`src/dbf_pkg.sv`:
```
// Shared types and constants of the display brightness fader.
package dbf_pkg;

    // Width of a contrast level and of a step count.
    localparam int LVL_W = 8;

    // Opcodes of an input item.
    localparam logic [2:0] OP_TICK    = 3'd0;
    localparam logic [2:0] OP_DIM     = 3'd1;
    localparam logic [2:0] OP_WAKE    = 3'd2;
    localparam logic [2:0] OP_INSTANT = 3'd3;
    localparam logic [2:0] OP_SET     = 3'd4;
    localparam logic [2:0] OP_AUTO    = 3'd5;

    // Register indexes on the configuration port.
    localparam logic [2:0] REG_DIM_LEVEL     = 3'd0;
    localparam logic [2:0] REG_DIM_STEPS     = 3'd1;
    localparam logic [2:0] REG_WAKE_STEPS    = 3'd2;
    localparam logic [2:0] REG_DIM_INTERVAL  = 3'd3;
    localparam logic [2:0] REG_WAKE_INTERVAL = 3'd4;
    localparam logic [2:0] REG_AUTO_DELAY    = 3'd5;
    localparam logic [2:0] REG_INIT_LEVEL    = 3'd6;

    // Register reset values.
    localparam logic [7:0]  RST_DIM_LEVEL     = 8'd0;
    localparam logic [7:0]  RST_DIM_STEPS     = 8'd8;
    localparam logic [7:0]  RST_WAKE_STEPS    = 8'd3;
    localparam logic [15:0] RST_DIM_INTERVAL  = 16'd60;
    localparam logic [15:0] RST_WAKE_INTERVAL = 16'd40;
    localparam logic [31:0] RST_AUTO_DELAY    = 32'd0;
    localparam logic [7:0]  RST_INIT_LEVEL    = 8'd207;

    // Fade mode as reported on the output.
    typedef enum logic [1:0] {
        MODE_IDLE = 2'd0,
        MODE_DIM  = 2'd1,
        MODE_WAKE = 2'd2
    } t_mode;

    // Sequencer states of the fade engine.
    typedef enum logic [2:0] {
        S_IDLE,
        S_EXEC,
        S_DIV,
        S_STEP1,
        S_STEP2,
        S_OUT
    } t_state;

    typedef struct packed {
        logic [2:0]  opcode;
        logic [31:0] now_ms;
        logic [7:0]  level_value;
        logic [31:0] last_activity_ms;
    } t_in_item;

    typedef struct packed {
        logic       write_valid;
        logic [7:0] contrast_value;
        logic       dimmed_flag;
        logic [1:0] fade_mode;
        logic       last_of_run;
    } t_out_item;

    // Configuration seen by the fade engine.
    typedef struct packed {
        logic [7:0]  dim_level;
        logic [7:0]  dim_step_count;
        logic [7:0]  wake_step_count;
        logic [15:0] dim_step_interval_ms;
        logic [15:0] wake_step_interval_ms;
        logic [31:0] auto_dim_delay_ms;
    } t_cfg;

    // Divider start request and response.
    typedef struct packed {
        logic             start;
        logic [LVL_W-1:0] dividend;
        logic [LVL_W-1:0] divisor;
    } t_div_req;

    typedef struct packed {
        logic             done;
        logic [LVL_W-1:0] quotient;
    } t_div_rsp;

endpackage

```
`src/dbf_div.sv`:
```
// Restoring serial divider for the fade step size, one quotient bit per cycle.
module dbf_div (
    input  logic              i_clk,
    input  logic              i_rst_n,
    input  dbf_pkg::t_div_req i_req,
    output dbf_pkg::t_div_rsp o_rsp
);
    import dbf_pkg::*;

    localparam int CNT_W = $clog2(LVL_W);

    logic             r_busy;
    logic             r_done;
    logic [CNT_W-1:0] r_cnt;
    logic [LVL_W-1:0] r_rem;
    logic [LVL_W-1:0] r_quo;
    logic [LVL_W-1:0] r_div;

    logic [LVL_W:0]   shifted;
    logic             fits;
    logic [LVL_W-1:0] n_rem;

    // Shift in the next dividend bit and try to subtract the divisor.
    always_comb begin
        shifted = {r_rem, r_quo[LVL_W-1]};
        fits    = shifted >= {1'b0, r_div};
        if (fits) begin
            n_rem = LVL_W'(shifted - {1'b0, r_div});
        end else begin
            n_rem = shifted[LVL_W-1:0];
        end
    end

    // Control: busy while the LVL_W quotient bits are formed, then a one-cycle done pulse.
    always_ff @(posedge i_clk) begin
        if (!i_rst_n) begin
            r_busy <= 1'b0;
            r_done <= 1'b0;
            r_cnt  <= '0;
        end else begin
            r_done <= 1'b0;
            if (i_req.start) begin
                r_busy <= 1'b1;
                r_cnt  <= '0;
            end else if (r_busy) begin
                r_cnt <= r_cnt + 1'b1;
                if (r_cnt == CNT_W'(LVL_W - 1)) begin
                    r_busy <= 1'b0;
                    r_done <= 1'b1;
                end
            end
        end
    end

    // Datapath: remainder and quotient shift register.
    always_ff @(posedge i_clk) begin
        if (i_req.start) begin
            r_rem <= '0;
            r_quo <= i_req.dividend;
            r_div <= i_req.divisor;
        end else if (r_busy) begin
            r_rem <= n_rem;
            r_quo <= {r_quo[LVL_W-2:0], fits};
        end
    end

    assign o_rsp.done     = r_done;
    assign o_rsp.quotient = r_quo;

endmodule

```
`src/dbf_core.sv`:
```
// Fade engine: sequencer, fade state and result delivery.
module dbf_core #(
    parameter int TIME_BITS = 32
) (
    input  logic               i_clk,
    input  logic               i_rst_n,
    input  dbf_pkg::t_cfg      i_cfg,
    input  logic               i_in_valid,
    output logic               o_in_stall,
    input  dbf_pkg::t_in_item  i_in_data,
    output logic               o_out_valid,
    input  logic               i_out_stall,
    output dbf_pkg::t_out_item o_out_data
);
    import dbf_pkg::*;

    localparam int EXT_W = (TIME_BITS > 32) ? TIME_BITS : 32;

    t_state                 r_state, n_state;
    t_mode                  r_mode, n_mode;
    logic                   r_dimmed, n_dimmed;
    logic [LVL_W-1:0]       r_normal, n_normal;
    logic [LVL_W-1:0]       r_cur, n_cur;
    logic [LVL_W-1:0]       r_sent, n_sent;
    logic [LVL_W-1:0]       r_steps, n_steps;
    logic [TIME_BITS-1:0]   r_time, n_time;
    logic [2:0]             r_op, n_op;
    logic [TIME_BITS-1:0]   r_now, n_now;
    logic [TIME_BITS-1:0]   r_last, n_last;
    logic [LVL_W-1:0]       r_lvl, n_lvl;
    logic [1:0]             r_wcnt, n_wcnt;
    logic [LVL_W-1:0]       r_wv0, n_wv0;
    logic [LVL_W-1:0]       r_wv1, n_wv1;
    logic                   r_fin, n_fin;
    logic                   r_idx, n_idx;

    logic [EXT_W-1:0]       now_ext;
    logic [EXT_W-1:0]       last_ext;
    logic [TIME_BITS-1:0]   step_elapsed;
    logic [TIME_BITS-1:0]   idle_elapsed;
    logic [15:0]            interval;
    logic                   fading;
    logic                   tick_due;
    logic                   auto_due;
    logic                   in_accept;
    logic                   out_accept;
    logic                   out_last;
    logic [LVL_W-1:0]       divisor;
    logic [LVL_W-1:0]       step;
    logic [LVL_W:0]         dim_floor;
    logic [LVL_W:0]         wake_sum;
    logic [LVL_W-1:0]       lvl_dim;
    logic [LVL_W-1:0]       lvl_wake;
    logic [LVL_W-1:0]       step_lvl;
    logic [LVL_W-1:0]       bound;
    logic                   out_of_steps;
    t_div_req               div_req;
    t_div_rsp               div_rsp;

    // Shared divider for the step size.
    dbf_div u_div (
        .i_clk   (i_clk),
        .i_rst_n (i_rst_n),
        .i_req   (div_req),
        .o_rsp   (div_rsp)
    );

    // Timestamps are taken modulo 2^TIME_BITS.
    assign now_ext  = EXT_W'(i_in_data.now_ms);
    assign last_ext = EXT_W'(i_in_data.last_activity_ms);

    assign in_accept  = i_in_valid && !o_in_stall;
    assign out_accept = o_out_valid && !i_out_stall;
    assign out_last   = !(r_wcnt == 2'd2 && !r_idx);

    // Timing checks for a fade step and for auto dim.
    always_comb begin
        fading       = (r_mode == MODE_DIM) || (r_mode == MODE_WAKE);
        interval     = (r_mode == MODE_DIM) ? i_cfg.dim_step_interval_ms
                                            : i_cfg.wake_step_interval_ms;
        step_elapsed = r_now - r_time;
        idle_elapsed = r_now - r_last;
        tick_due     = fading && (EXT_W'(step_elapsed) >= EXT_W'(interval));
        auto_due     = (i_cfg.auto_dim_delay_ms != '0)
                    && (EXT_W'(idle_elapsed) >= EXT_W'(i_cfg.auto_dim_delay_ms))
                    && !r_dimmed && (r_mode == MODE_IDLE);
    end

    // Step size and the level after one step.
    always_comb begin
        divisor = (r_mode == MODE_DIM) ? i_cfg.dim_step_count : i_cfg.wake_step_count;
        if (divisor == '0) begin
            divisor = LVL_W'(1);
        end
        div_req.start    = (r_state == S_EXEC) && (r_op == OP_TICK) && tick_due;
        div_req.dividend = r_normal - i_cfg.dim_level;
        div_req.divisor  = divisor;

        if ((r_normal > i_cfg.dim_level) && (div_rsp.quotient > LVL_W'(1))) begin
            step = div_rsp.quotient;
        end else begin
            step = LVL_W'(1);
        end
        dim_floor = {1'b0, step} + {1'b0, i_cfg.dim_level};
        lvl_dim   = ({1'b0, r_cur} > dim_floor) ? (r_cur - step) : i_cfg.dim_level;
        wake_sum  = {1'b0, r_cur} + {1'b0, step};
        lvl_wake  = (wake_sum < {1'b0, r_normal}) ? wake_sum[LVL_W-1:0] : r_normal;
        step_lvl  = (r_mode == MODE_DIM) ? lvl_dim : lvl_wake;
        bound     = (r_mode == MODE_DIM) ? i_cfg.dim_level : r_normal;
        out_of_steps = r_steps <= LVL_W'(1);
    end

    // Next state of the sequencer.
    always_comb begin
        n_state = r_state;
        unique case (r_state)
            S_IDLE: begin
                if (in_accept) begin
                    n_state = S_EXEC;
                end
            end
            S_EXEC: begin
                n_state = div_req.start ? S_DIV : S_OUT;
            end
            S_DIV: begin
                if (div_rsp.done) begin
                    n_state = S_STEP1;
                end
            end
            S_STEP1: begin
                n_state = S_STEP2;
            end
            S_STEP2: begin
                n_state = S_OUT;
            end
            S_OUT: begin
                if (out_accept && out_last) begin
                    n_state = S_IDLE;
                end
            end
            default: begin
                n_state = S_IDLE;
            end
        endcase
    end

    // Fade state, latched request and pending contrast writes.
    always_comb begin
        n_mode   = r_mode;
        n_dimmed = r_dimmed;
        n_normal = r_normal;
        n_cur    = r_cur;
        n_sent   = r_sent;
        n_steps  = r_steps;
        n_time   = r_time;
        n_op     = r_op;
        n_now    = r_now;
        n_last   = r_last;
        n_lvl    = r_lvl;
        n_wcnt   = r_wcnt;
        n_wv0    = r_wv0;
        n_wv1    = r_wv1;
        n_fin    = r_fin;
        n_idx    = r_idx;
        unique case (r_state)
            S_IDLE: begin
                if (in_accept) begin
                    n_op   = i_in_data.opcode;
                    n_now  = now_ext[TIME_BITS-1:0];
                    n_last = last_ext[TIME_BITS-1:0];
                    n_lvl  = i_in_data.level_value;
                    n_wcnt = 2'd0;
                    n_idx  = 1'b0;
                end
            end
            S_EXEC: begin
                unique case (r_op)
                    OP_TICK: begin
                        if (tick_due) begin
                            n_time = r_now;
                        end
                    end
                    OP_DIM: begin
                        if (!(r_dimmed || r_mode == MODE_DIM)) begin
                            n_mode  = MODE_DIM;
                            n_steps = i_cfg.dim_step_count;
                            n_time  = r_now;
                        end
                    end
                    OP_WAKE: begin
                        if (r_dimmed || r_mode == MODE_DIM) begin
                            n_mode  = MODE_WAKE;
                            n_steps = i_cfg.wake_step_count;
                            n_time  = r_now;
                        end
                    end
                    OP_INSTANT: begin
                        n_mode   = MODE_IDLE;
                        n_cur    = r_normal;
                        n_dimmed = 1'b0;
                        if (r_normal != r_sent) begin
                            n_sent = r_normal;
                            n_wv0  = r_normal;
                            n_wcnt = 2'd1;
                        end
                    end
                    OP_SET: begin
                        n_normal = r_lvl;
                        if (!r_dimmed) begin
                            n_cur = r_lvl;
                            if (r_lvl != r_sent) begin
                                n_sent = r_lvl;
                                n_wv0  = r_lvl;
                                n_wcnt = 2'd1;
                            end
                        end else begin
                            n_cur = i_cfg.dim_level;
                        end
                    end
                    OP_AUTO: begin
                        if (auto_due) begin
                            n_mode  = MODE_DIM;
                            n_steps = i_cfg.dim_step_count;
                            n_time  = r_now;
                        end
                    end
                    default: begin
                    end
                endcase
            end
            S_DIV: begin
            end
            S_STEP1: begin
                // One step toward the bound; the fade ends at the bound or out of steps.
                n_cur   = step_lvl;
                n_steps = out_of_steps ? '0 : r_steps - 1'b1;
                n_fin   = out_of_steps || (step_lvl == bound);
                if (step_lvl != r_sent) begin
                    n_sent = step_lvl;
                    n_wv0  = step_lvl;
                    n_wcnt = 2'd1;
                end
            end
            S_STEP2: begin
                if (r_fin) begin
                    n_cur    = bound;
                    n_dimmed = (r_mode == MODE_DIM);
                    n_mode   = MODE_IDLE;
                    n_steps  = '0;
                    if (bound != r_sent) begin
                        n_sent = bound;
                        n_wcnt = r_wcnt + 2'd1;
                        if (r_wcnt == 2'd0) begin
                            n_wv0 = bound;
                        end else begin
                            n_wv1 = bound;
                        end
                    end
                end
            end
            S_OUT: begin
                if (out_accept && !out_last) begin
                    n_idx = 1'b1;
                end
            end
            default: begin
            end
        endcase
    end

    // Control and fade state registers.
    always_ff @(posedge i_clk) begin
        if (!i_rst_n) begin
            r_state  <= S_IDLE;
            r_mode   <= MODE_IDLE;
            r_dimmed <= 1'b0;
            r_normal <= RST_INIT_LEVEL;
            r_cur    <= RST_INIT_LEVEL;
            r_sent   <= RST_INIT_LEVEL;
            r_steps  <= '0;
            r_time   <= '0;
            r_wcnt   <= 2'd0;
            r_idx    <= 1'b0;
            r_fin    <= 1'b0;
        end else begin
            r_state  <= n_state;
            r_mode   <= n_mode;
            r_dimmed <= n_dimmed;
            r_normal <= n_normal;
            r_cur    <= n_cur;
            r_sent   <= n_sent;
            r_steps  <= n_steps;
            r_time   <= n_time;
            r_wcnt   <= n_wcnt;
            r_idx    <= n_idx;
            r_fin    <= n_fin;
        end
    end

    // Latched request and write values.
    always_ff @(posedge i_clk) begin
        r_op   <= n_op;
        r_now  <= n_now;
        r_last <= n_last;
        r_lvl  <= n_lvl;
        r_wv0  <= n_wv0;
        r_wv1  <= n_wv1;
    end

    // Result delivery from the registered write list; no request is taken in reset.
    always_comb begin
        o_in_stall                = (r_state != S_IDLE) || !i_rst_n;
        o_out_valid               = (r_state == S_OUT);
        o_out_data.write_valid    = (r_wcnt != 2'd0);
        o_out_data.contrast_value = (r_wcnt == 2'd0) ? '0 : (r_idx ? r_wv1 : r_wv0);
        o_out_data.dimmed_flag    = r_dimmed;
        o_out_data.fade_mode      = 2'(r_mode);
        o_out_data.last_of_run    = out_last;
    end

endmodule

```
`src/display_brightness_fader_unit.sv`:
```
// Top level of the display brightness fader: register port and fade engine.
//
// Usage: requests enter on i_in_valid / o_in_stall / i_in_data, one timestamped
// event each (tick, dim, smooth wake, instant wake, set level, auto-dim check).
// Results leave on o_out_valid / i_out_stall / o_out_data: one or two contrast
// writes per request, or a single status result when nothing is sent; the
// last_of_run bit marks the final result of a request.
// A tick that takes a fade step goes from acceptance through S_EXEC, S_DIV,
// where the serial divider forms the step size, S_STEP1 and S_STEP2 to S_OUT;
// every other request goes from S_EXEC straight to S_OUT.
// Each further result is shown in the cycle after the previous one is taken.
// One request is handled at a time: o_in_stall stays high from acceptance
// until the last result is taken, so a new request is accepted the cycle after.
// While i_out_stall is high the current result holds on o_out_data.
// Reset (i_rst_n low at a clock edge) restores the register defaults, an idle
// undimmed fade state at the default level, and sends no write.
// Registers sit at byte address 4*index on the APB-style port; pready is high.
module display_brightness_fader_unit #(
    parameter int TIME_BITS = 32
) (
    input  logic               i_clk,
    input  logic               i_rst_n,
    input  logic               psel,
    input  logic               penable,
    input  logic               pwrite,
    input  logic [4:0]         paddr,
    input  logic [31:0]        pwdata,
    output logic [31:0]        prdata,
    output logic               pready,
    input  logic               i_in_valid,
    output logic               o_in_stall,
    input  dbf_pkg::t_in_item  i_in_data,
    output logic               o_out_valid,
    input  logic               i_out_stall,
    output dbf_pkg::t_out_item o_out_data
);
    import dbf_pkg::*;

    logic [7:0]  r_dim_level;
    logic [7:0]  r_dim_steps;
    logic [7:0]  r_wake_steps;
    logic [15:0] r_dim_interval;
    logic [15:0] r_wake_interval;
    logic [31:0] r_auto_delay;
    logic [7:0]  r_init_level;

    logic        cfg_write;
    logic [2:0]  reg_index;
    t_cfg        cfg;

    assign pready    = 1'b1;
    assign cfg_write = psel && penable && pwrite && pready;
    assign reg_index = paddr[4:2];

    // Configuration registers.
    always_ff @(posedge i_clk) begin
        if (!i_rst_n) begin
            r_dim_level     <= RST_DIM_LEVEL;
            r_dim_steps     <= RST_DIM_STEPS;
            r_wake_steps    <= RST_WAKE_STEPS;
            r_dim_interval  <= RST_DIM_INTERVAL;
            r_wake_interval <= RST_WAKE_INTERVAL;
            r_auto_delay    <= RST_AUTO_DELAY;
            r_init_level    <= RST_INIT_LEVEL;
        end else if (cfg_write) begin
            unique case (reg_index)
                REG_DIM_LEVEL:     r_dim_level     <= pwdata[7:0];
                REG_DIM_STEPS:     r_dim_steps     <= pwdata[7:0];
                REG_WAKE_STEPS:    r_wake_steps    <= pwdata[7:0];
                REG_DIM_INTERVAL:  r_dim_interval  <= pwdata[15:0];
                REG_WAKE_INTERVAL: r_wake_interval <= pwdata[15:0];
                REG_AUTO_DELAY:    r_auto_delay    <= pwdata;
                REG_INIT_LEVEL:    r_init_level    <= pwdata[7:0];
                default: begin
                end
            endcase
        end
    end

    // Register read-back.
    always_comb begin
        unique case (reg_index)
            REG_DIM_LEVEL:     prdata = 32'(r_dim_level);
            REG_DIM_STEPS:     prdata = 32'(r_dim_steps);
            REG_WAKE_STEPS:    prdata = 32'(r_wake_steps);
            REG_DIM_INTERVAL:  prdata = 32'(r_dim_interval);
            REG_WAKE_INTERVAL: prdata = 32'(r_wake_interval);
            REG_AUTO_DELAY:    prdata = r_auto_delay;
            REG_INIT_LEVEL:    prdata = 32'(r_init_level);
            default:           prdata = '0;
        endcase
    end

    // Settings used by the fade engine.
    always_comb begin
        cfg.dim_level             = r_dim_level;
        cfg.dim_step_count        = r_dim_steps;
        cfg.wake_step_count       = r_wake_steps;
        cfg.dim_step_interval_ms  = r_dim_interval;
        cfg.wake_step_interval_ms = r_wake_interval;
        cfg.auto_dim_delay_ms     = r_auto_delay;
    end

    dbf_core #(
        .TIME_BITS (TIME_BITS)
    ) u_core (
        .i_clk       (i_clk),
        .i_rst_n     (i_rst_n),
        .i_cfg       (cfg),
        .i_in_valid  (i_in_valid),
        .o_in_stall  (o_in_stall),
        .i_in_data   (i_in_data),
        .o_out_valid (o_out_valid),
        .i_out_stall (i_out_stall),
        .o_out_data  (o_out_data)
    );

`ifndef SYNTHESIS
    // No new request is taken while a result is pending.
    a_no_accept_on_result: assert property (@(posedge i_clk) disable iff (!i_rst_n)
        o_out_valid |-> o_in_stall)
        else $error("request accepted while a result is pending");

    // An accepted request blocks the input on the following cycle.
    a_busy_after_accept: assert property (@(posedge i_clk) disable iff (!i_rst_n)
        (i_in_valid && !o_in_stall) |=> o_in_stall)
        else $error("input not blocked after acceptance");

    // A status result is the only result of its request and carries level zero.
    a_status_result: assert property (@(posedge i_clk) disable iff (!i_rst_n)
        (o_out_valid && !o_out_data.write_valid) |->
            (o_out_data.last_of_run && o_out_data.contrast_value == 8'd0))
        else $error("malformed status result");
`endif

endmodule

```
`config.mk`:
```
export PLATFORM = sky130hd
export DESIGN_NAME = display_brightness_fader_unit
export DESIGN_NICKNAME = d
export VERILOG_FILES = /design/src/dbf_pkg.sv /design/src/dbf_div.sv /design/src/dbf_core.sv /design/src/display_brightness_fader_unit.sv
export SDC_FILE = /design/constraint.sdc
export NUM_CORES = 1
export LEC_CHECK = 0
export BUFFER_PORTS_ARGS = -buffer_cell sky130_fd_sc_hd__buf_4
export CAP_MARGIN = 20
export CORE_ASPECT_RATIO = 1.2
export CORE_UTILIZATION = 35
export CTS_CLUSTER_DIAMETER = 30
export DETAILED_ROUTE_END_ITERATION = 8
export PLACE_DENSITY = 0.62
export SLEW_MARGIN = 20
export SYNTH_ARGS = -nofsm -noshare
export SYNTH_HDL_FRONTEND = slang
export SYNTH_SLANG_ARGS = --single-unit
```
`constraint.sdc`:
```
create_clock -name i_clk -period 15.75 [get_ports i_clk]
set_input_delay 2.3625 -clock i_clk [delete_from_list [all_inputs] [get_ports i_clk]]
set_output_delay 2.3625 -clock i_clk [all_outputs]
set_load 0.02 [all_outputs]
```
Word-level counts from Yosys, hierarchy flattened
Cells that the tools add are included.

word-level totals
  bits in registers = 290
  input bits = 119
  output and inout bits = 48
  logic and storage cells = 230

cells by class
  add/sub/neg operators = 10
  $lt $le $gt $ge = 8
  eq/ne operators = 47
  muxes and demuxes = 71
  bitwise logic cells = 3
  reduce and logical (&&, ||, !) cells = 61

operators by type and width
  cell                                                    number
  case mux 32 bit (7 select lines)                        1
  two-way mux 8 bit                                       27
  two-way mux 32 bit                                      4
  case mux 32 bit (4 select lines)                        1
  case mux 8 bit (3 select lines)                         5
  subtractor 32 bit                                       2
  greater-or-equal comparator 32 x 16 -> 1 bit            1
  greater-or-equal comparator 32 bit                      1
  inequality test 8 bit                                   4
  case mux 8 bit (2 select lines)                         2
  nonzero test 32 bit                                     1
  equality test 3 bit (second input constant)             8
  subtractor 8 bit                                        3
  two-way mux 2 bit                                       11
  adder 8 x 8 -> 9 bit                                    2
  equality test 3 x 2 -> 1 bit (second input constant)    6
  inequality test 3 bit (second input constant)           6
  case mux 3 bit (6 select lines)                         1
  AND reduction 2 bit                                     9
  AND reduction 6 bit                                     3
  AND reduction 9 bit                                     2
  two-way mux 16 bit                                      1
  inequality test 2 x 1 -> 1 bit (second input constant)  8
  case mux 2 bit (4 select lines)                         2
  other kinds (36)                                        89

Logic depth before layout (Yosys ltp)
Gate-level depths: netlist (run 1).

  word-level depth = 10
  depth in mapped cells = 35
  depth with buffers taken out = 33

Modules after synthesis
Synthesis (run 1) repeated with hierarchy kept, for this count alone.

second synthesis, totals
  cell total of the unflattened synthesis = 2,297
  area, all modules = 20,414.6 µm²

by module, submodules not included
  module                         instances  cells each  area an instance (µm²)  seq. area each (µm²)
  dbf_core                       1          1,659       14,360.0                4,214.0
  display_brightness_fader_unit  1          484         4,446.8                 1,921.8
  dbf_div                        1          154         1,607.8                 740.7

Worst setup path after synthesis (run 1)
No wires, ideal clock.

  kind = register to register
  from = reg u_core.r_normal[0]
  to = reg u_core.r_wv0[0] (enable)
  setup time = 0.386 ns
  arrival = 6.638 ns
  required time = 15.364 ns
  slack = 8.725 ns
  cell stages (with the launch flop) = 35
  path buffers = 2
  clock period less this slack = 7.025 ns
  cell sequence = dfxtp_1 > inv_1 > ha_1 > fa_1 > nor2b_1 > o21ai_0 > nand2b_1 > a21o_1 > a21o_1 > a21o_1 > a21oi_1 > nor3_1 > nand2_1 > inv_1 > ha_1 > a21o_1 > a21oi_1 > o21bai_1 > a21oi_1 > o21bai_1 > a21oi_1 > xor2_1 > ha_1 > a21oi_1 > nand2_1 > or4_1 > o2111a_1 > buf_4 > mux2i_1 > mux2_2 > xor2_1 > nand3_1 > o31ai_4 > buf_4 > a211oi_1

on the way
  word-level cells in the longest chain between the ends = 10
  elaborated cells between the ends (all ways) = 19
  those cells by class = 3 x add/sub; 3 x order compare; 6 x eq/ne; 5 x mux; 2 x reduce/logical

RTL lines
  item                                                                        RTL line                          source
  start: declaration                                                          dbf_core.sv:22                    logic [LVL_W-1:0] r_normal, n_normal;
  start signal: assignment                                                    dbf_core.sv:289                   r_normal <= n_normal;
  > comparator 8 bit                                                          dbf_core.sv:99                    if ((r_normal > i_cfg.dim_level) && (div_rsp.quotient > LVL_W'(1))) begin
  logical AND 1 bit                                                           dbf_core.sv:99
  two-way mux 8 bit                                                           dbf_core.sv:99
  adder 8 x 8 -> 9 bit, on equally long branches                              dbf_core.sv:106, dbf_core.sv:104
  < comparator 9 x 8 -> 1 bit or > comparator 8 x 9 -> 1 bit (tied branches)  dbf_core.sv:107, dbf_core.sv:105
  two-way mux 8 bit, on equally long branches                                 dbf_core.sv:107, dbf_core.sv:105
  two-way mux 8 bit                                                           dbf_core.sv:108                   step_lvl = (r_mode == MODE_DIM) ? lvl_dim : lvl_wake;
  inequality test 8 bit                                                       dbf_core.sv:238                   if (step_lvl != r_sent) begin
  inequality test 2 x 1 -> 1 bit (no line)                                    --
  AND reduction 9 bit (no line) *                                             --
  end signal: assignment                                                      dbf_core.sv:306                   r_wv0 <= n_wv0;
  end: declaration                                                            dbf_core.sv:32                    logic [LVL_W-1:0] r_wv0, n_wv0;

Every way passes the cells marked *; elsewhere a longest branch is shown, timed or not.
A chain may end at the register's enable or synchronous reset.

Final worst setup path (run 1)
  from = reg u_core.r_normal[0]
  to = reg u_core.r_wv0[1] (enable)

Same word-level chain as after synthesis.

==> implementation parameters, run 1 <==
Parameter                              Value

Outcome
  Outcome    finished clean

Synthesis
  Proportion of synthesized flip-flops having asynchronous set or reset    0%
  Count of flip-flops with a built-in enable after synthesis    107
  Total number of yosys warnings    0
  Combinational family with the most area after synthesis    simple AND/OR/NAND/NOR gates
  Complex-gate fraction of the synthesized area    roughly 17%
  Xor and xnor fraction of the mapped netlist area    under 10%
  Number of nets produced by synthesis    2,619
  Synth Flop Type    dfxtp_1
  Simple-gate area share of the yosys netlist    between 10% and 20%
  Share of synthesized area occupied by flip-flops and latches    34.7%
  Distinct cells, synth    a little under 90
  Number of instances in the synthesized netlist    approximately 2,300
  Post-synthesis mux area share    between 8 and 9%
  Synthesized area    around 20,000 sq um
  Post-synthesis adder-cell area fraction    a little under an eighth
  Number of register bits inferred by synthesis    290
  Avg Inst Size Synth    between 8 and 9 sq um

Detailed routing
  DRC    0
  Detailed-route wire length    between 50,000 and 60,000 microns
  Wirelength per Cell    about 18 microns
  Post-route antenna net violation count    0
  First-pass detailed-route iteration total    5
  DR vias    17,600
  Count of routing violations after the opening detailed-route iteration    1,281
  Drt via density    between 5 and 6

Power and ir drop
  Leakage component of the power    9.71 nW
  Worst vdd ir    around 0.11 mV
  Pwr/cell area    approximately 140 nW/um^2
  Overall power    approximately 3.4 mW

Timing
  Tightest hold margin    ~450 ps
  Maximum frequency from static timing analysis    125 MHz
  Minimum period implied by the final worst setup slack    roughly 8000 ps
  Number of pins exceeding their max-slew limit in the final report    0
  Final-report hold violation count    0
  Total negative slack for setup checks    0 ps
  Clock Skew    ~30 ps
  Setup repair after global routing missed its margin    no
  Worst slew pin tran    around 1100 ps
  Final count of negative-setup-slack endpoints    0
  Final worst-path cycle share    between 50 and 60%
  Worst rel slew slack    a little over a quarter

Setup path
  Endpoint required time on the critical path    approximately 16,000 ps
  CP delay by family, top    compound AO/OA/AOI/OAI gates
  Path depth of the worst reg2reg path    32
  Crit path kind    reg -> reg
  WP depth    32
  Critical Path Start Type    flip-flop
  Crit path max fanout    13
  Worst-path cell with the longest stage delay    nor3_1
  Combined buffer and inverter count along the critical path    2
  Cell mode on critical path    a21oi_1
  Data arrival at the endpoint of the critical path    ~8300 ps
  Delay of the slowest critical-path stage    550 ps
  Kind of end point of the critical path    flip-flop

Layout
  Most common cell after layout, fill and taps aside    nand2_1
  Area grow syn2layout    23.1%
  Filler cell count    roughly 5,400
  Final core utilization    43.6%
  Cell area after layout    around 24,000 sq um
  Top library cells by usage in the layout, fill and taps aside    nand2_1, a21oi_1, dfxtp_1
  NumNets Final    between 2,000 and 3,000
  Number of antenna cells inserted    0
  Layout cell share with drive strength beyond 1    approximately 15%

Floorplanning
  I/O pin total    between 150 and 200
  Die ar.    just under 60,000 sq um
  Total core area    56,000 sq um
  Floorplan die height    roughly 260 microns
  Number of rows created at floorplan    95
  Die X-Extent    ~220 microns
  Initial core utilization    a little over a third

CTS
  Clock latency of the later-clocked register in the worst-skew pair    between 600 and 700 ps
  PostCTS Resize Cnt    0
  Master cell of the clock root buffer    clkbuf_16
  CTS tree    done
  Number of buffers added for setup after CTS    0
  Reg clk slew, reported paths    about 40 ps
  Hold buffer count at CTS    0
  Clock buffer count from CTS    76
  Number of levels in the clock H-tree    3
  Number of buffers on the longest clock path    3
  Number of sinks handled by clock tree synthesis    between 200 and 300

Worst hold path
  Class of the most critical hold timing path    reg -> reg
  Worst hold path depth    2

Flow run
  # Max-Cap Violations    0

GRT
  Vias in the first global route    about 17,000
  Number of antenna violations at the first check in global routing    1
  Wire length of the first global-routing pass    93,700 microns
  All-Layer GR Usage    between 20% and 30%
  Maximum number of pins on one net before global-route repair    87
  Remaining Overflow, GRT    0

Place
  GP Congestion    0.892
  Number of buffer cells added on primary ports    163
  Post-DP HPWL    45,100 microns
  Cell area after placement    between 20,000 and 25,000 sq um
-- worst min-delay path: cells and delay by family, from the launching register on --
| family | cells | cell delay [ps] |
|---|---|---|
| and+or+nand+nor | 1 | 50 |
| muxes | 1 | 50 |
| DFF | 1 | 300 |
-- Yosys cell counts, drive strengths merged (31+ instances only) --
| library cell | instances | area share (%) |
|---|---|---|
| nor2b | 31 | 0.99 |
| buf | 33 | 0.98 |
| ha | 172 | 11 |
| clkbuf | 82 | 1.6 |
| nor2 | 136 | 2.6 |
| edfxtp | 107 | 16 |
| xor2 | 33 | 1.5 |
| mux2i | 126 | 6.4 |
| dfxtp | 183 | 18 |
| nor3 | 50 | 1.3 |
| a21oi | 203 | 5.1 |
| nand2 | 339 | 6.4 |
| inv | 176 | 3.3 |
| o21ai | 116 | 2.9 |
| a21o | 40 | 1.5 |
| nand3 | 55 | 1.4 |
| xnor2 | 75 | 3.3 |
-- final timing paths --
check        slack [ps]                 to               start
max reg2reg        7760    u_core.r_wv0[1]  u_core.r_normal[0]
min reg2reg         450  u_core.r_time[16]   u_core.r_time[16]
min                 450  u_core.r_time[16]   u_core.r_time[16]
max                7760    u_core.r_wv0[1]  u_core.r_normal[0]
-- per-layer routing --
layer / wire length, microns / part of all wire (%) / GRT usage, %
met3: 3090 / 5.2 / 3.63
met5: 0 / 0 / 0
met2: 30300 / 51 / 36.5
met1: 24000 / 40 / 24.0
met4: 2250 / 3.8 / 9.10
-- cell type report --
type	instances	area, sq um	area share (%)
multi-input cells	1740	11800	48.5
flip-flops and latches	290	6880	28.2
clock buffers	81	1950	8.00
repair buffers	175	1310	5.38
well taps	727	910	3.73
clock inverters	61	856	3.51
inverters	176	663	2.72
-- cells by family after synthesis --
logic type      Yosys count
buf+inv                 291
other cells               1
flops                   290
simple gates            751
mux                     157
xor+xnor                108
compound gates          544
fa+ha+maj               179
-- flip-flops by register name (all words and copies together), names as in the netlist, 16 cells and up --
register / cells
u_core.r_last: 32
u_core.r_now: 32
r_wake_interval: 16
u_core.r_time: 32
r_auto_delay: 32
r_dim_interval: 16
-- report_power, final --
group | total [mW] | leakage [nW] | switching, mW | internal (mW)
Clock | 1.68 | 1.36 | 0.527 | 1.16
Sequential | 0.899 | 2.45 | 0.0527 | 0.846
Combinational | 0.818 | 5.90 | 0.486 | 0.332
-- per-stage QoR --
step	std cells	setup WS [ps]
finish	3250	7760
global route	3250	7000
CTS	3250	7360
detailed placement	3108	7400
global placement	3108	7760
floorplan	2321	8730
Note: power is estimated with default switching activity, not from simulation.
==> run 2: changes to the inputs <==
- ABC_AREA: unset -> 1
- clock period: 15.75 -> 7.6 ns (I/O delays scaled with it)
==> implementation parameters, run 2 <==
Parameter                              Value

Detailed routing
  First-pass detailed-route iteration total    6 (was 5)
  Detailed-route wire length    63,000 microns (was 59,600 microns)
  DR vias    18,900 (was 17,600)
  Post-route antenna net violation count    0 (unchanged)
  Drt via density    4.95 (was 5.43)
  DRC    0 (unchanged)
  Count of routing violations after the opening detailed-route iteration    1,247 (was 1,281)
  Wirelength per Cell    16.5 microns (was 18.4 microns)

GRT
  Wire length of the first global-routing pass    98,600 microns (was 93,700 microns)
  Number of antenna violations at the first check in global routing    1 (unchanged)
  Maximum number of pins on one net before global-route repair    105 (was 87)
  All-Layer GR Usage    21.5% (was 20.6%)
  Vias in the first global route    18,300 (was 17,500)
  Remaining Overflow, GRT    0 (unchanged)

Timing
  Number of pins exceeding their max-slew limit in the final report    0 (unchanged)
  Final-report hold violation count    0 (unchanged)
  Final count of negative-setup-slack endpoints    0 (unchanged)
  Maximum frequency from static timing analysis    155 MHz (was 125 MHz)
  Minimum period implied by the final worst setup slack    6440 ps (was 7990 ps)
  Total negative slack for setup checks    0 ps (unchanged)
  Tightest hold margin    451 ps (was 453 ps)
  Clock Skew    36.1 ps (was 30.4 ps)
  Final worst-path cycle share    84.7% (was 50.8%)
  Worst rel slew slack    32.6% (was 26.1%)
  Setup repair after global routing missed its margin    no (unchanged)
  Worst slew pin tran    1010 ps (was 1110 ps)

Synthesis
  Most frequently used cell type in the post-synthesis netlist    nand2_1 (unchanged)
  List of most frequent post-synthesis cells    nand2_1, inv_1, nor2_1 (was nand2_1, a21oi_1, dfxtp_1)
  Number of nets produced by synthesis    3,137 (was 2,619)
  Distinct cells, synth    59 (was 88)
  Proportion of synthesized flip-flops having asynchronous set or reset    0% (unchanged)
  Number of register bits inferred by synthesis    290 (unchanged)
  Number of instances in the synthesized netlist    2,839 (was 2,321)
  Count of flip-flops with a built-in enable after synthesis    107 (unchanged)
  Share of synthesized area occupied by flip-flops and latches    34.1% (was 34.7%)
  Synth Flop Type    dfxtp_1 (unchanged)
  Avg Inst Size Synth    7.11 sq um (was 8.54 sq um)
  Synthesized area    20,200 sq um (was 19,800 sq um)
  Synth top area share    18.2% (was 18.5%)
  Area leader, netlist    dfxtp_1 (unchanged)
  Main area contributors after synthesis    dfxtp_1, edfxtp_1, nand2_1 (was dfxtp_1, edfxtp_1, ha_1)
  Total number of yosys warnings    0 (unchanged)

Setup path
  Endpoint required time on the critical path    7900 ps (was 16,010 ps)
  Path depth of the worst reg2reg path    33 (was 32)
  Combined buffer and inverter count along the critical path    4 (was 2)
  Crit path max fanout    14 (was 13)
  Crit path kind    reg -> reg (unchanged)
  CP delay by family, top    simple AND/OR/NAND/NOR gates (was compound AO/OA/AOI/OAI gates)
  Cell mode on critical path    nor2_1 (was a21oi_1)
  WP depth    33 (was 32)
  Kind of end point of the critical path    flip-flop (unchanged)
  Worst-path cell with the longest stage delay    fa_1 (was nor3_1)
  Critical Path Start Type    flip-flop (unchanged)
  Data arrival at the endpoint of the critical path    6740 ps (was 8260 ps)
  Delay of the slowest critical-path stage    460 ps (was 550 ps)

Worst hold path
  Class of the most critical hold timing path    reg -> reg (unchanged)
  Worst hold path depth    2 (unchanged)

Place
  Post-DP HPWL    48,200 microns (was 45,100 microns)
  Cell area after placement    22,100 sq um (was 21,600 sq um)
  Number of buffer cells added on primary ports    163 (unchanged)
  GP Congestion    0.932 (was 0.892)

CTS
  Master cell of the clock root buffer    clkbuf_16 (unchanged)
  Hold buffer count at CTS    0 (unchanged)
  Clock buffer count from CTS    79 (was 76)
  Number of sinks handled by clock tree synthesis    290 (unchanged)
  Reg clk slew, reported paths    40 ps (about the same)
  Number of buffers added for setup after CTS    0 (unchanged)
  Number of levels in the clock H-tree    3 (unchanged)
  Number of buffers on the longest clock path    3 (unchanged)
  CTS tree    done (unchanged)
  PostCTS Resize Cnt    0 (unchanged)
  Clock latency of the later-clocked register in the worst-skew pair    620 ps (about the same)

Layout
  NumNets Final    3,312 (was 2,757)
  Final core utilization    43.5% (was 43.6%)
  Top library cells by usage in the layout, fill and taps aside    nand2_1, inv_1, nor2_1 (was nand2_1, a21oi_1, dfxtp_1)
  Most common cell after layout, fill and taps aside    nand2_1 (unchanged)
  Filler cell count    5,853 (was 5,429)
  Layout cell share with drive strength beyond 1    11.1% (was 15.0%)
  Cell area after layout    24,800 sq um (was 24,400 sq um)
  Area grow syn2layout    23.0% (was 23.1%)

Floorplanning
  I/O pin total    167 (unchanged)
  Initial core utilization    35.4% (about the same)
  Die ar.    58,600 sq um (was 57,600 sq um)
  Number of rows created at floorplan    96 (was 95)
  Die X-Extent    221 microns (was 219 microns)
  Floorplan die height    265 microns (was 263 microns)
  Total core area    57,100 sq um (was 56,000 sq um)

Power and ir drop
  Worst vdd ir    0.186 mV (was 0.111 mV)
  Pwr/cell area    363 nW/um^2 (was 139 nW/um^2)
  Leakage component of the power    11.5 nW (was 9.71 nW)

Outcome
  Outcome    finished clean (unchanged)

Flow run
  # Max-Cap Violations    0 (unchanged)
## run 2: cell types whose count changed in the layout (fill, tap and decap cells not counted), moves of 96 or more
cell | previous run | this run
nand2_1 | 337 | 620
mux2i_1 | 126 | 8
nand3_1 | 53 | 149
nor2_1 | 134 | 269
o21ai_0 | 99 | 217
inv_1 | 174 | 438
## run 2: layout make-up
class,count,area [sq um],area share [%]
Antenna cell,1,2.50,0.0101
Clock buffer,97,2150,8.65
Clock inverter,49,582,2.34
Inverter,444,1670,6.72
Multi-Input combinational cell,2018,11300,45.4
Sequential cell,290,6880,27.7
Tap cell,735,920,3.71
Timing Repair Buffer,181,1360,5.48
## run 2: layer usage
layer	GRT usage [%]	wire [microns]	up-vias
li1	-	-	9734
met2	40.3	32900	472
met4	10.7	2570	0
met5	0	0	-
met1	23.2	24700	8544
met3	3.48	2810	119
## run 2: where the power goes
part           internal (mW)  switching, mW  total, mW
sequential              1.87          0.224       2.10
clock                   2.34           1.03       3.36
combinational           1.28           2.27       3.55
## run 2: path summary, 6_finish.rpt
path / start / endpoint / slack, ps
max: u_core.r_normal[0] / u_core.r_wv0[2] / 1160
min: r_init_level[1] / r_init_level[1] / 450
max reg2reg: u_core.r_normal[0] / u_core.r_wv0[2] / 1160
min reg2reg: r_init_level[1] / r_init_level[1] / 450
## run 2: tightest hold or removal path, stage by stage, from the launching register on
cell     delay [ps]
dfxtp_1         320
nand2_1          50
nand3_1          50
## run 2: cells by family after synthesis
logic type	count (synthesis)	share of synthesized area, %
and+or+nand+nor	1151	23.8
adders and majority gates	179	11.4
AOI/OAI and AO/OA	580	15.8
muxes	8	0.397
xor gates and xnor gates	99	4.30
DFF	290	34.1
other	1	0.0186
buffers and inverters	531	10.2
## run 2: metrics by stage
step / power [mW] / setup slack [ps] / instances
after floorplan: 4.71 / 1820 / 2839
after global placement: 5.62 / 1250 / 3668
after detailed placement: 5.65 / 1200 / 3668
after CTS: 9.08 / 1190 / 3814
after global routing: 9.69 / 493 / 3814
final: 9.01 / 1160 / 3815
